===== src/sv/gold_sequence_payload_scrambler_assert.svh =====
// ----------------------------------------------------------------------------
// Gold sequence payload scrambler assertion macros
// Concurrent assertion helpers that compile away in synthesis.
// ----------------------------------------------------------------------------
`ifndef GOLD_SEQUENCE_PAYLOAD_SCRAMBLER_ASSERT_SVH
`define GOLD_SEQUENCE_PAYLOAD_SCRAMBLER_ASSERT_SVH

`ifndef SYNTHESIS

// Same-cycle implication.
`define GSPS_ASSERT_IMPLY(label, clk, rst, ante, cons) \
   label: assert property (@(posedge clk) disable iff (rst) (ante) |-> (cons)) \
      else $error("assertion failed: label");

// Next-cycle implication.
`define GSPS_ASSERT_NEXT(label, clk, rst, ante, cons) \
   label: assert property (@(posedge clk) disable iff (rst) (ante) |=> (cons)) \
      else $error("assertion failed: label");

`else

`define GSPS_ASSERT_IMPLY(label, clk, rst, ante, cons)
`define GSPS_ASSERT_NEXT(label, clk, rst, ante, cons)

`endif

`endif


===== src/sv/gsps_pkg.sv =====
`timescale 1ns / 1ps
// ----------------------------------------------------------------------------
// Gold sequence payload scrambler package
// Field widths and the control bundle between the sequencer and the LFSR unit.
// ----------------------------------------------------------------------------
package gsps_pkg;

   localparam int FIELD_W = 32;
   localparam int INDEX_W = 6;
   localparam int CELL_W  = 10;
   localparam int LFSR_W  = 31;

   typedef struct packed {
      logic load;
      logic step;
   } lfsr_ctrl_type;

endpackage


===== src/sv/gsps_lfsr.sv =====
`timescale 1ns / 1ps
// ----------------------------------------------------------------------------
// Gold sequence LFSR pair
// Holds x1 and x2, loads the start values and advances both one step a cycle while step is set.
// ----------------------------------------------------------------------------
module gsps_lfsr
   import gsps_pkg::*;
(
   input  logic              clock,
   input  lfsr_ctrl_type     ctrl,
   input  logic [CELL_W-1:0] seed,
   output logic              seq_bit
);

   logic [LFSR_W-1:0] x1_ff;
   logic [LFSR_W-1:0] x1_in;
   logic [LFSR_W-1:0] x2_ff;
   logic [LFSR_W-1:0] x2_in;

   always_comb begin
      x1_in = x1_ff;
      x2_in = x2_ff;
      if (ctrl.load) begin
         x1_in = LFSR_W'(1);
         x2_in = LFSR_W'(seed);
      end else if (ctrl.step) begin
         x1_in = {x1_ff[0] ^ x1_ff[3], x1_ff[LFSR_W-1:1]};
         x2_in = {x2_ff[0] ^ x2_ff[1] ^ x2_ff[2] ^ x2_ff[3], x2_ff[LFSR_W-1:1]};
      end
   end

   always_ff @(posedge clock) begin
      x1_ff <= x1_in;
      x2_ff <= x2_in;
   end

   assign seq_bit = x1_ff[0] ^ x2_ff[0];

endmodule


===== src/sv/gold_sequence_payload_scrambler.sv =====
`timescale 1ns / 1ps
// ----------------------------------------------------------------------------
// Gold sequence payload scrambler
// XORs a payload word with a segment of the length-31 Gold sequence.
// ----------------------------------------------------------------------------
// Each request beat restarts the Gold sequence with x1 = 1 and x2 = the cell
// identity register, steps it SKIP_STEPS + v*PAYLOAD_BITS times, where v is the
// two low bits of the block index, and then XORs the next PAYLOAD_BITS sequence
// bits onto the payload, bit j with the j-th bit taken. The LFSR pair advances
// one step per clock while it skips and takes bits. The block takes one request
// at a time; req_stall is high while it works, and a finished response waits in
// the output register. The cell identity is to be written through the csr
// channel while the block is idle; the block itself does not enforce this.
module gold_sequence_payload_scrambler
   import gsps_pkg::*;
#(
   parameter int PAYLOAD_BITS = 32,
   parameter int SKIP_STEPS   = 1600
) (
   input  logic               clock,
   input  logic               reset,
   input  logic               req_valid,
   output logic               req_stall,
   input  logic [FIELD_W-1:0] req_payload_bits,
   input  logic [INDEX_W-1:0] req_block_index,
   output logic               rsp_valid,
   input  logic               rsp_stall,
   output logic [FIELD_W-1:0] rsp_scrambled_bits,
   input  logic               csr_valid,
   output logic               csr_ready,
   input  logic [CELL_W-1:0]  csr_data
);

`include "gold_sequence_payload_scrambler_assert.svh"

   localparam int SKIP_W = $clog2(SKIP_STEPS + 3 * PAYLOAD_BITS + 1);
   localparam int BIT_W  = $clog2(PAYLOAD_BITS);
   localparam logic [BIT_W-1:0] LAST_BIT = BIT_W'(PAYLOAD_BITS - 1);

   typedef enum logic [1:0] {
      ST_IDLE,
      ST_SKIP,
      ST_TAKE,
      ST_DONE
   } state_type;

   state_type          state_ff;
   state_type          state_in;
   logic [SKIP_W-1:0]  skip_cnt_ff;
   logic [SKIP_W-1:0]  skip_cnt_in;
   logic [BIT_W-1:0]   bit_cnt_ff;
   logic [BIT_W-1:0]   bit_cnt_in;
   logic [FIELD_W-1:0] payload_ff;
   logic [FIELD_W-1:0] payload_in;
   logic [FIELD_W-1:0] seg_ff;
   logic [FIELD_W-1:0] seg_in;
   logic [FIELD_W-1:0] rsp_data_ff;
   logic [FIELD_W-1:0] rsp_data_in;
   logic               rsp_valid_ff;
   logic               rsp_valid_in;
   logic [CELL_W-1:0]  cell_identity_ff;
   logic [CELL_W-1:0]  cell_identity_in;

   lfsr_ctrl_type      lfsr_ctrl;
   logic               seq_bit;
   logic               req_accept;
   logic               out_free;

   assign req_stall          = (state_ff != ST_IDLE);
   assign req_accept         = req_valid && !req_stall;
   assign out_free           = !rsp_valid_ff || !rsp_stall;
   assign csr_ready          = 1'b1;
   assign rsp_valid          = rsp_valid_ff;
   assign rsp_scrambled_bits = rsp_data_ff;

   gsps_lfsr u_lfsr (
      .clock   (clock),
      .ctrl    (lfsr_ctrl),
      .seed    (cell_identity_ff),
      .seq_bit (seq_bit)
   );

   always_comb begin
      state_in         = state_ff;
      skip_cnt_in      = skip_cnt_ff;
      bit_cnt_in       = bit_cnt_ff;
      payload_in       = payload_ff;
      seg_in           = seg_ff;
      rsp_data_in      = rsp_data_ff;
      rsp_valid_in     = rsp_valid_ff;
      cell_identity_in = cell_identity_ff;
      lfsr_ctrl        = '0;

      if (csr_valid && csr_ready) begin
         cell_identity_in = csr_data;
      end

      if (rsp_valid_ff && !rsp_stall) begin
         rsp_valid_in = 1'b0;
      end

      unique case (state_ff)
         ST_IDLE: begin
            if (req_accept) begin
               lfsr_ctrl.load = 1'b1;
               payload_in     = req_payload_bits;
               seg_in         = '0;
               bit_cnt_in     = '0;
               skip_cnt_in    = SKIP_W'(SKIP_STEPS)
                              + SKIP_W'(req_block_index[1:0]) * SKIP_W'(PAYLOAD_BITS);
               state_in       = ST_SKIP;
            end
         end
         ST_SKIP: begin
            if (skip_cnt_ff == '0) begin
               state_in = ST_TAKE;
            end else begin
               lfsr_ctrl.step = 1'b1;
               skip_cnt_in    = skip_cnt_ff - SKIP_W'(1);
            end
         end
         ST_TAKE: begin
            // Sequence bits past the field width are dropped.
            for (int k = 0; k < FIELD_W; k++) begin
               if (32'(bit_cnt_ff) == k) begin
                  seg_in[k] = seq_bit;
               end
            end
            lfsr_ctrl.step = 1'b1;
            bit_cnt_in     = bit_cnt_ff + BIT_W'(1);
            if (bit_cnt_ff == LAST_BIT) begin
               state_in = ST_DONE;
            end
         end
         ST_DONE: begin
            if (out_free) begin
               rsp_data_in  = payload_ff ^ seg_ff;
               rsp_valid_in = 1'b1;
               state_in     = ST_IDLE;
            end
         end
         default: begin
            state_in = ST_IDLE;
         end
      endcase
   end

   always_ff @(posedge clock) begin
      if (reset) begin
         state_ff         <= ST_IDLE;
         rsp_valid_ff     <= 1'b0;
         cell_identity_ff <= '0;
      end else begin
         state_ff         <= state_in;
         rsp_valid_ff     <= rsp_valid_in;
         cell_identity_ff <= cell_identity_in;
      end
      skip_cnt_ff <= skip_cnt_in;
      bit_cnt_ff  <= bit_cnt_in;
      payload_ff  <= payload_in;
      seg_ff      <= seg_in;
      rsp_data_ff <= rsp_data_in;
   end

   // An accepted beat starts the skip phase on the next cycle.
   `GSPS_ASSERT_NEXT(a_accept_starts_skip, clock, reset, req_accept, state_ff == ST_SKIP)
   // The last sequence bit always leads to the completion state.
   `GSPS_ASSERT_NEXT(a_take_ends, clock, reset,
      state_ff == ST_TAKE && bit_cnt_ff == LAST_BIT, state_ff == ST_DONE)
   // Completion with a free output register always presents a response.
   `GSPS_ASSERT_NEXT(a_done_responds, clock, reset,
      state_ff == ST_DONE && out_free, rsp_valid_ff && state_ff == ST_IDLE)
   // A new response is loaded only on leaving the completion state.
   `GSPS_ASSERT_IMPLY(a_rsp_source, clock, reset,
      $rose(rsp_valid_ff), $past(state_ff) == ST_DONE)

endmodule


===== config.mk =====
export PLATFORM = sky130hd
export DESIGN_NAME = gold_sequence_payload_scrambler
export DESIGN_NICKNAME = d
export VERILOG_FILES = /design/src/sv/gsps_pkg.sv /design/src/sv/gsps_lfsr.sv /design/src/sv/gold_sequence_payload_scrambler.sv
export VERILOG_INCLUDE_DIRS = /design/src /design/src/sv
export SDC_FILE = /design/constraint.sdc
export NUM_CORES = 1
export LEC_CHECK = 0
export BUFFER_PORTS_ARGS = -buffer_cell sky130_fd_sc_hd__buf_2
export CAP_MARGIN = 20
export CORE_MARGIN = 8
export CORE_UTILIZATION = 25
export CTS_BUF_LIST = sky130_fd_sc_hd__clkbuf_4
export DETAILED_ROUTE_END_ITERATION = 10
export PLACE_DENSITY = 0.47
export SYNTH_ARGS = -nofsm -noshare
export SYNTH_HDL_FRONTEND = slang
export SYNTH_SLANG_ARGS = --single-unit

===== constraint.sdc =====
create_clock -name clock -period 6.2 [get_ports clock]
set_input_delay 0.62 -clock clock [delete_from_list [all_inputs] [get_ports clock]]
set_output_delay 0.62 -clock clock [all_outputs]
set_load 0.02 [all_outputs]

# After elaboration in Yosys (flattened, before gate mapping)
# Index checks and enable logic that the tools add are counted.
dict set report word_totals {
  reg_bits 187
  output_inout_bits 35
  elab_cells 224
}
dict set report classes {
  eq_ne 70
  bitwise 6
  add_sub_neg 3
  n_reduce_logical 50
  muxes 53
}
# op n
set ops {}
lappend ops {{$reduce_and A3 Y1} 33}
lappend ops {{$eq A5 B5 Y1 const B} 16}
lappend ops {{$ne A2 B2 Y1 const B} 36}
lappend ops {{$pmux W32 S2} 1}
lappend ops {{$eq A5 B4 Y1 const B} 8}
lappend ops {{$mux W1} 38}
lappend ops {{$mux W32} 1}
lappend ops {{$xor A32 B32 Y32} 1}
lappend ops {{$mux W11} 2}
lappend ops {{$pmux W11 S2} 1}
lappend ops {{$eq A5 B3 Y1 const B} 4}
lappend ops {{$mux W10} 2}
lappend ops {{$add A10 B8 Y11 const A} 1}
lappend ops {{$logic_not A11 Y1} 1}
lappend ops {{$sub A11 B1 Y11 const B} 1}
lappend ops {{$eq A5 B2 Y1 const B} 2}
lappend ops {{$pmux W5 S2} 1}
lappend ops {{$mux W2} 4}
lappend ops {{$pmux W2 S4} 1}
lappend ops {{$reduce_bool A2 Y1} 4}
lappend ops {{$reduce_and A2 Y1} 3}
lappend ops {{$add A5 B1 Y5 const B} 1}
lappend ops {{$eq A5 B1 Y1 const B} 1}
lappend ops {{$logic_not A5 Y1} 1}
lappend ops {{other kinds (10)} 18}

# Depth between registers and ports, before layout
# Gate-level depths: netlist of the first run.
dict set report depth {
  ltp_word 6
  mapped_depth 9
  depth_no_buf 7
}

# Hierarchy
# A second synthesis of the first run with hierarchy kept.
dict set report hier_totals {
  cells_unflattened 552
  area_unflattened_um2 7419.6
}
# module n_inst cells_per_inst area_each_um2
set by_module_without_submodules {}
lappend by_module_without_submodules {gold_sequence_payload_scrambler 1 357 5089.9}
lappend by_module_without_submodules {gsps_lfsr 1 195 2329.7}

# Least setup slack after synthesis of the first run
# OpenSTA, ideal clock, no wires.
dict set report synth_path {
  path_type {in2reg}
  start {input rsp_stall}
  end {register rsp_data_ff[0], in the netlist rsp_scrambled_bits[0] (enable)}
  t_arrival_ps 2974
  n_path_buf 0
  setup_slack_ps 2755
  stages 1
  setup_ps 470
  path_cell_list {a21boi_0}
}
dict set report synth_via {
  elab_chain_cells 3
}
# element line
set synth_lines {}
lappend synth_lines {{start, declared} gold_sequence_payload_scrambler.sv:27} ;# input logic rsp_stall,
lappend synth_lines {{$logic_not A1 Y1} gold_sequence_payload_scrambler.sv:71} ;# assign out_free = !rsp_valid_ff || !rsp_stall;
lappend synth_lines {{$logic_or A1 B1 Y1} gold_sequence_payload_scrambler.sv:71}
lappend synth_lines {{$reduce_and A2 Y1 (no source line)} -}
lappend synth_lines {{end signal, assigned} gold_sequence_payload_scrambler.sv:162} ;# rsp_data_ff <= rsp_data_in;
lappend synth_lines {{end, declared} gold_sequence_payload_scrambler.sv:57} ;# logic [FIELD_W-1:0] rsp_data_ff;
# No other way between the ends.
# A chain may end at the register's enable or synchronous reset.

# Worst setup path in the final report of the first run
dict set report layout_path {
  start {register state_ff[0]}
  end {register u_lfsr.x1_ff[30]}
}
dict set report layout_via {
  elab_chain_cells 5
  word_cells_on_any_way 9
  cone_classes {eq/ne: 2; mux: 3; reduce/logical: 4}
}
# element line
set layout_lines {}
lappend layout_lines {{start, declared} gold_sequence_payload_scrambler.sv:47} ;# state_type state_ff;
lappend layout_lines {{start signal, assigned} gold_sequence_payload_scrambler.sv:154} ;# state_ff <= state_in;
lappend layout_lines {{$reduce_bool A2 Y1} gold_sequence_payload_scrambler.sv:69} ;# assign req_stall = (state_ff != ST_IDLE);
lappend layout_lines {{$logic_not A1 Y1} gold_sequence_payload_scrambler.sv:70} ;# assign req_accept = req_valid && !req_stall;
lappend layout_lines {{$logic_and A1 B1 Y1} gold_sequence_payload_scrambler.sv:70}
lappend layout_lines {{$mux W1} gold_sequence_payload_scrambler.sv:104} ;# if (req_accept) begin
lappend layout_lines {{$mux W1} gold_sequence_payload_scrambler.sv:102} ;# unique case (state_ff)
lappend layout_lines {{end signal, assigned} gsps_lfsr.sv:33} ;# x1_ff <= x1_in;
lappend layout_lines {{end, declared} gsps_lfsr.sv:15} ;# logic [LFSR_W-1:0] x1_ff;
# Several ways; a longest one is shown, not always the timed one.

==> run_results.csv, run 1 <==
group,metric,value,unit
power,power.density,411,nW/um^2
worst_hold_path,min_to,"payload_ff[31]$_DFFE_PP_",
critical_path,crit_chain,"inv_1, ha_1, o21ai_0, a41oi_4, buf_4, nor2_1, a211oi_2",
synthesis,synthArstFlopShare,0,%
place,post-place-ws,2990,ps
cells_and_area,antenna_cells,0,
synthesis,yosysSeqAreaShare,67.0,%
critical_path,critPathKind,"flip-flop to flip-flop",
synthesis,synth.ff_latch_count,187,
cells_and_area,layout_commonest_cell,"edfxtp_1",
sta,setup_slack,2930,ps
cells_and_area,layout-drive-gt1-share,18.6,%
sta,finalClockSkew,23.1,ps
clock_network,hold_buffers,0,
critical_path,critPathBufInv,2,
grt,antenna_found_initial,2,
critical_path,r2r_cells,7,
place,port_buffers,82,
place,gp_congestion,0.671,
synthesis,syn_nets,695,
floorplan,die_area,35400,sq um
floorplan,pin_count,88,
clock_network,insertion_delay,550,ps
cells_and_area,fin_util,29.0,%
cells_and_area,area_growth,15.0,%
floorplan,die_x,188,um
drt,wl,13.9,mm
grt,grt_pass1_vias,4349,
critical_path,rrSetupSlack,2930,ps
clock_network,post_cts_resized,0,
drt,drtIter0Drc,268,
clock_network,cts_buffer_depth,2,
critical_path,cp_max_fo,81,
floorplan,placementRows,63,
sta,rsz0062_at_grt,"false",
critical_path,crit_arrival,3740,ps
grt,grt_usage,8.10,%
critical_path,critPathLaunchType,"flip-flop",
clock_network,tritoncts,"built",
sta,slew_viol_final,0,
critical_path,critical_path_required,6670,ps
sta,period_share,52.8,%
clock_network,cts_buffers,17,
job,maxCapViolations,0,
clock_network,clk_pin_slew,160,ps
sta,final-setup-viol-count,0,
sta,tns,0,ps
synthesis,avgSynthCellArea,11.8,sq um
grt,grt_max_degree,109,
critical_path,timing.rr.end,"u_lfsr.x1_ff[30]$_SDFFE_PP0P_",
drt,dr.pass1.iters,4,
sta,max_slew_margin,35.7,%
floorplan,die_y,188,um
power,ir_worst_vdd,0.000141,V
clock_network,cts-root-buf,"clkbuf_4",
critical_path,cp_slowest_stage_delay,710,ps
sta,clock.fmax,305,MHz
sta,hold_slack,225,ps
clock_network,cts_sinks,187,
synthesis,ys_types,43,
synthesis,synthFlopType,"edfxtp_1",
synthesis,syn_inst,629,
drt,vias,4429,
critical_path,reg2reg_from,"state_ff[0]$_SDFFE_PP0P_",
drt,viasPerCell,4.02,
sta,worst_pin_slew,964,ps
sta,layout_min_cycle_time,3270,ps
synthesis,synth-edff-count,122,
power,p_leak,3.11,nW
clock_network,cts_setup_buffers,0,
critical_path,crit_path_end_kind,"flip-flop",
synthesis,synth_area,7410,sq um
floorplan,initial_core_util,25.2,%
clock_network,h-tree-depth,4,
cells_and_area,final_cell_mix,"edfxtp_1, nand2_1, buf_2",
outcome,status,"complete, no violations",
drt,final_antenna_net_count,0,
drt,post_drt_wl_per_cell,12.6,um
synthesis,yosysWarningCount,0,
critical_path,slowest_stage,"ha_1",
grt,grt_pass1_wl,23.1,mm
grt,grt-ovfl-total,0,
sta,hold_viol,0,
worst_hold_path,hold_class,"primary input to flip-flop",
place,hpwl,9.17,mm
cells_and_area,nets,764,
worst_hold_path,worstHoldPathCells,1,
worst_hold_path,min-delay-start,"req_payload_bits[31]",
drt,remaining_drc_errors,0,
floorplan,coreArea,29400,sq um
critical_path,crit_family,"compound AO/OA/AOI/OAI gates",
[report_power, final]
part / internal, mW / total (mW) / switching [mW]
logic: 0.291 / 0.920 / 0.629
registers: 1.73 / 1.88 / 0.157
clock network: 0.287 / 0.703 / 0.416
total: 2.30 / 3.51 / 1.20
[area by class of cell]
type | instances | area (sq um)
fill | 3067 | 20900
multi-input combinational | 391 | 2250
timing repair buffer | 89 | 470
clock inverter | 14 | 169
sequential | 187 | 4960
inverter | 12 | 45.0
tap | 390 | 488
clock buffer | 18 | 135
[per-stage QoR]
step | total power, mW | instance area, sq um | cells
floorplan | 2.61 | 7410 | 629
global placement | 2.85 | 8210 | 1068
detailed placement | 2.85 | 8210 | 1068
CTS | 3.57 | 8510 | 1100
global route | 3.75 | 8530 | 1101
finish | 3.51 | 8530 | 1101
[flip-flops by register name (all words and copies together), names as in the netlist]
signal              flops
skip_cnt_ff            11
rsp_scrambled_bits     32
u_lfsr.x1_ff           31
bit_cnt_ff              5
seg_ff                 32
payload_ff             32
cell_identity_ff       10
u_lfsr.x2_ff           31
rsp_valid               1
state_ff                2
[worst max-delay path by stage]
| stage | start | to | slack (ps) | cells after the start |
|---|---|---|---|---|
| floorplan | rsp_stall | rsp_scrambled_bits[0]$_DFFE_PP_ | 2760 | 1 |
| global placement | state_ff[0]$_SDFFE_PP0P_ | u_lfsr.x1_ff[30]$_SDFFE_PP0P_ | 2990 | 7 |
| detailed placement | state_ff[0]$_SDFFE_PP0P_ | u_lfsr.x1_ff[30]$_SDFFE_PP0P_ | 2990 | 7 |
| CTS | state_ff[0]$_SDFFE_PP0P_ | u_lfsr.x1_ff[30]$_SDFFE_PP0P_ | 2870 | 7 |
| global route | state_ff[0]$_SDFFE_PP0P_ | u_lfsr.x1_ff[24]$_SDFFE_PP0P_ | 2620 | 7 |
| finish | state_ff[0]$_SDFFE_PP0P_ | u_lfsr.x1_ff[30]$_SDFFE_PP0P_ | 2930 | 7 |
[worst reg2reg max path: cells and delay by family, from the launching register on]
family	cells	cell delay, ps
AND/OR/NAND/NOR	1	140
flip-flops	1	360
adder cells (fa/ha/maj)	1	710
AO/OA/AOI/OAI	3	1140
buffers and inverters	2	850
[synth_stat cells, types with 2 or more instances]
library cell  number  area, sq um
a211oi_2           2         25.0
a21oi_1           36          180
buf_1              5         18.8
buf_2              5         25.0
buf_6              2         22.5
clkbuf_1          25         93.8
dfxtp_1           65         1300
edfxtp_1         122         3660
ha_1              13          163
inv_1             11         41.3
mux2i_1           11          110
nand2_1           84          315
nand3_1           68          340
nor2_1            48          180
nor2b_1            8         50.1
nor3_1             2         10.0
o21a_1             2         15.0
o21ai_0            2         10.0
o21ai_1           48          240
o31ai_1            2         15.0
xnor2_1            8         70.1
xor2_1            39          342
[layer usage]
layer / vias to the layer above / wire length (um) / global-route usage, %
li1: 2322 / - / -
met1: 2011 / 6530 / 10.2
met2: 73 / 6340 / 12.7
met3: 19 / 796 / 2.98
met4: 4 / 174 / 2.64
met5: - / 23 / 0
[logic make-up (layout without fill, tap and decap cells)]
family                   Yosys count  count (layout)  share of synthesized area (%)
AO/OA/AOI/OAI                     97              97                           7.21
XOR/XNOR                          47              47                           5.55
adder cells (fa/ha/maj)           13              13                           2.19
buffers and inverters             51             133                           3.05
flip-flops                       187             187                           67.0
multiplexers                      11              11                           1.49
other                              1               1                         0.0506
AND/OR/NAND/NOR                  222             222                           13.5
(Power assumes the default switching activity.)
==> run 2: changes to the inputs <==
==> constraint.sdc (replaced) <==
create_clock -name clock -period 3.3 [get_ports clock]
set_input_delay 0.33 -clock clock [delete_from_list [all_inputs] [get_ports clock]]
set_output_delay 0.33 -clock clock [all_outputs]
set_load 0.02 [all_outputs]
==> run_results.csv, run 2 (synthesis results as in run 1) <==
group,metric,value,unit
clock_network,h-tree-depth,4,
sta,max_slew_margin,37.5,%
clock_network,cts_buffers,17,
cells_and_area,fill_cells,3026,
clock_network,cts-root-buf,"clkbuf_4",
cells_and_area,layout_commonest_cell,"edfxtp_1",
clock_network,insertion_delay,550,ps
sta,hold_viol,0,
drt,drtIter0Drc,280,
cells_and_area,layout-drive-gt1-share,18.0,%
floorplan,die_x,188,um
clock_network,hold_buffers,41,
drt,dr.pass1.iters,4,
sta,tns,0,ps
grt,grt_pass1_wl,23.8,mm
place,hpwl,9.44,mm
drt,wl,14.2,mm
sta,final-setup-viol-count,0,
grt,antenna_found_initial,1,
drt,remaining_drc_errors,0,
clock_network,clk_pin_slew,160,ps
floorplan,initial_core_util,25.2,%
sta,finalClockSkew,23.0,ps
floorplan,placementRows,63,
sta,worst_pin_slew,937,ps
cells_and_area,area_growth,21.8,%
place,placed_area,8270,sq um
power,p_leak,3.32,nW
clock_network,cts_buffer_depth,2,
power,power.density,754,nW/um^2
cells_and_area,nets,809,
cells_and_area,fin_util,30.7,%
outcome,status,"complete, no violations",
sta,slew_viol_final,0,
critical_path,crit_path_end_kind,"flip-flop",
floorplan,pin_count,88,
sta,period_share,66.5,%
place,post-place-ws,1110,ps
clock_network,cts_sinks,187,
critical_path,critPathKind,"flip-flop to flip-flop",
critical_path,cp_max_fo,6,
place,port_buffers,82,
sta,clock.fmax,455,MHz
drt,post_drt_wl_per_cell,12.4,um
critical_path,critical_path_required,3760,ps
floorplan,die_y,188,um
sta,layout_min_cycle_time,2200,ps
cells_and_area,antenna_cells,0,
cells_and_area,final_cell_mix,"edfxtp_1, nand2_1, buf_2",
floorplan,die_area,35400,sq um
sta,rsz0062_at_grt,"false",
cells_and_area,final_cell_area,9030,sq um
critical_path,critPathLaunchType,"flip-flop",
power,ir_worst_vdd,0.000304,V
job,maxCapViolations,0,
critical_path,crit_arrival,2650,ps
worst_hold_path,hold_class,"primary input to flip-flop",
floorplan,coreArea,29400,sq um
clock_network,tritoncts,"built",
drt,viasPerCell,3.99,
grt,grt-ovfl-total,0,
grt,grt_usage,8.33,%
clock_network,cts_setup_buffers,0,
sta,setup_slack,1100,ps
drt,vias,4568,
drt,final_antenna_net_count,0,
place,gp_congestion,0.706,
clock_network,post_cts_resized,0,
grt,grt_pass1_vias,4557,
grt,grt_max_degree,108,
==> run 2: changes by cell type in the layout (fill, tap and decap cells not counted), sizes merged <==
cell / previous run / this run
buf: 89 / 93
dlygate4sd3: 0 / 41
bufinv: 3 / 4
inv: 15 / 16
clkinv: 8 / 6
==> run 2: path summary, 6_finish.rpt <==
path | start | to | slack, ps | cells past startpoint
worst max-delay path | bit_cnt_ff[0]$_SDFFCE_PN0P_ | state_ff[1]$_SDFFE_PP0P_ | 1100 | 7
worst min-delay path | csr_data[0] | cell_identity_ff[0]$_SDFFE_PP0P_ | 80 | 3
worst max register to register | bit_cnt_ff[0]$_SDFFCE_PN0P_ | state_ff[1]$_SDFFE_PP0P_ | 1100 | 7
worst min register to register | u_lfsr.x1_ff[12]$_SDFFE_PP0P_ | u_lfsr.x1_ff[11]$_SDFFE_PP0P_ | 460 | 2
==> run 2: where the power goes <==
| part | switching, mW | internal [mW] | total (mW) |
|---|---|---|---|
| logic | 1.19 | 0.622 | 1.82 |
| registers | 0.302 | 3.24 | 3.54 |
| clock network | 0.820 | 0.633 | 1.45 |
==> run 2: stage by stage <==
step / total power [mW] / hold WS, ps / cells
final: 6.81 / 78.9 / 1146
after global routing: 7.31 / 32.3 / 1146
after CTS: 6.96 / 5.11 / 1146
after detailed placement: 5.43 / 440 / 1073
after global placement: 5.41 / 437 / 1073
after floorplan: 4.90 / 402 / 629
==> run 2: worst max-delay path: stages (launching register included) <==
cell	delay (ps)
edfxtp_1	460
ha_1	320
and3_1	240
ha_1	160
nor2b_1	60
a311o_1	310
or4b_1	470
o31ai_1	80
==> run 2: per-layer routing <==
| layer | track usage (%) | up-vias | routed length, um | share of wire (%) |
|---|---|---|---|---|
| met2 | 12.9 | 64 | 6610 | 47 |
| met3 | 3.16 | 9 | 720 | 5.1 |
| li1 | - | 2417 | - | - |
| met1 | 10.5 | 2076 | 6760 | 48 |
| met5 | 0 | - | 13 | 0.091 |
| met4 | 2.73 | 2 | 104 | 0.73 |
==> run 2: cell type report <==
| type | instances | area, sq um | share of cell area (%) |
|---|---|---|---|
| Timing Repair Buffer | 134 | 928 | 10.3 |
| Multi-Input combinational cell | 391 | 2250 | 25.0 |
| Clock buffer | 18 | 135 | 1.50 |
| Sequential cell | 187 | 4960 | 55.0 |
| Clock inverter | 14 | 214 | 2.37 |
| Inverter | 12 | 45.0 | 0.499 |
| Tap cell | 390 | 488 | 5.40 |
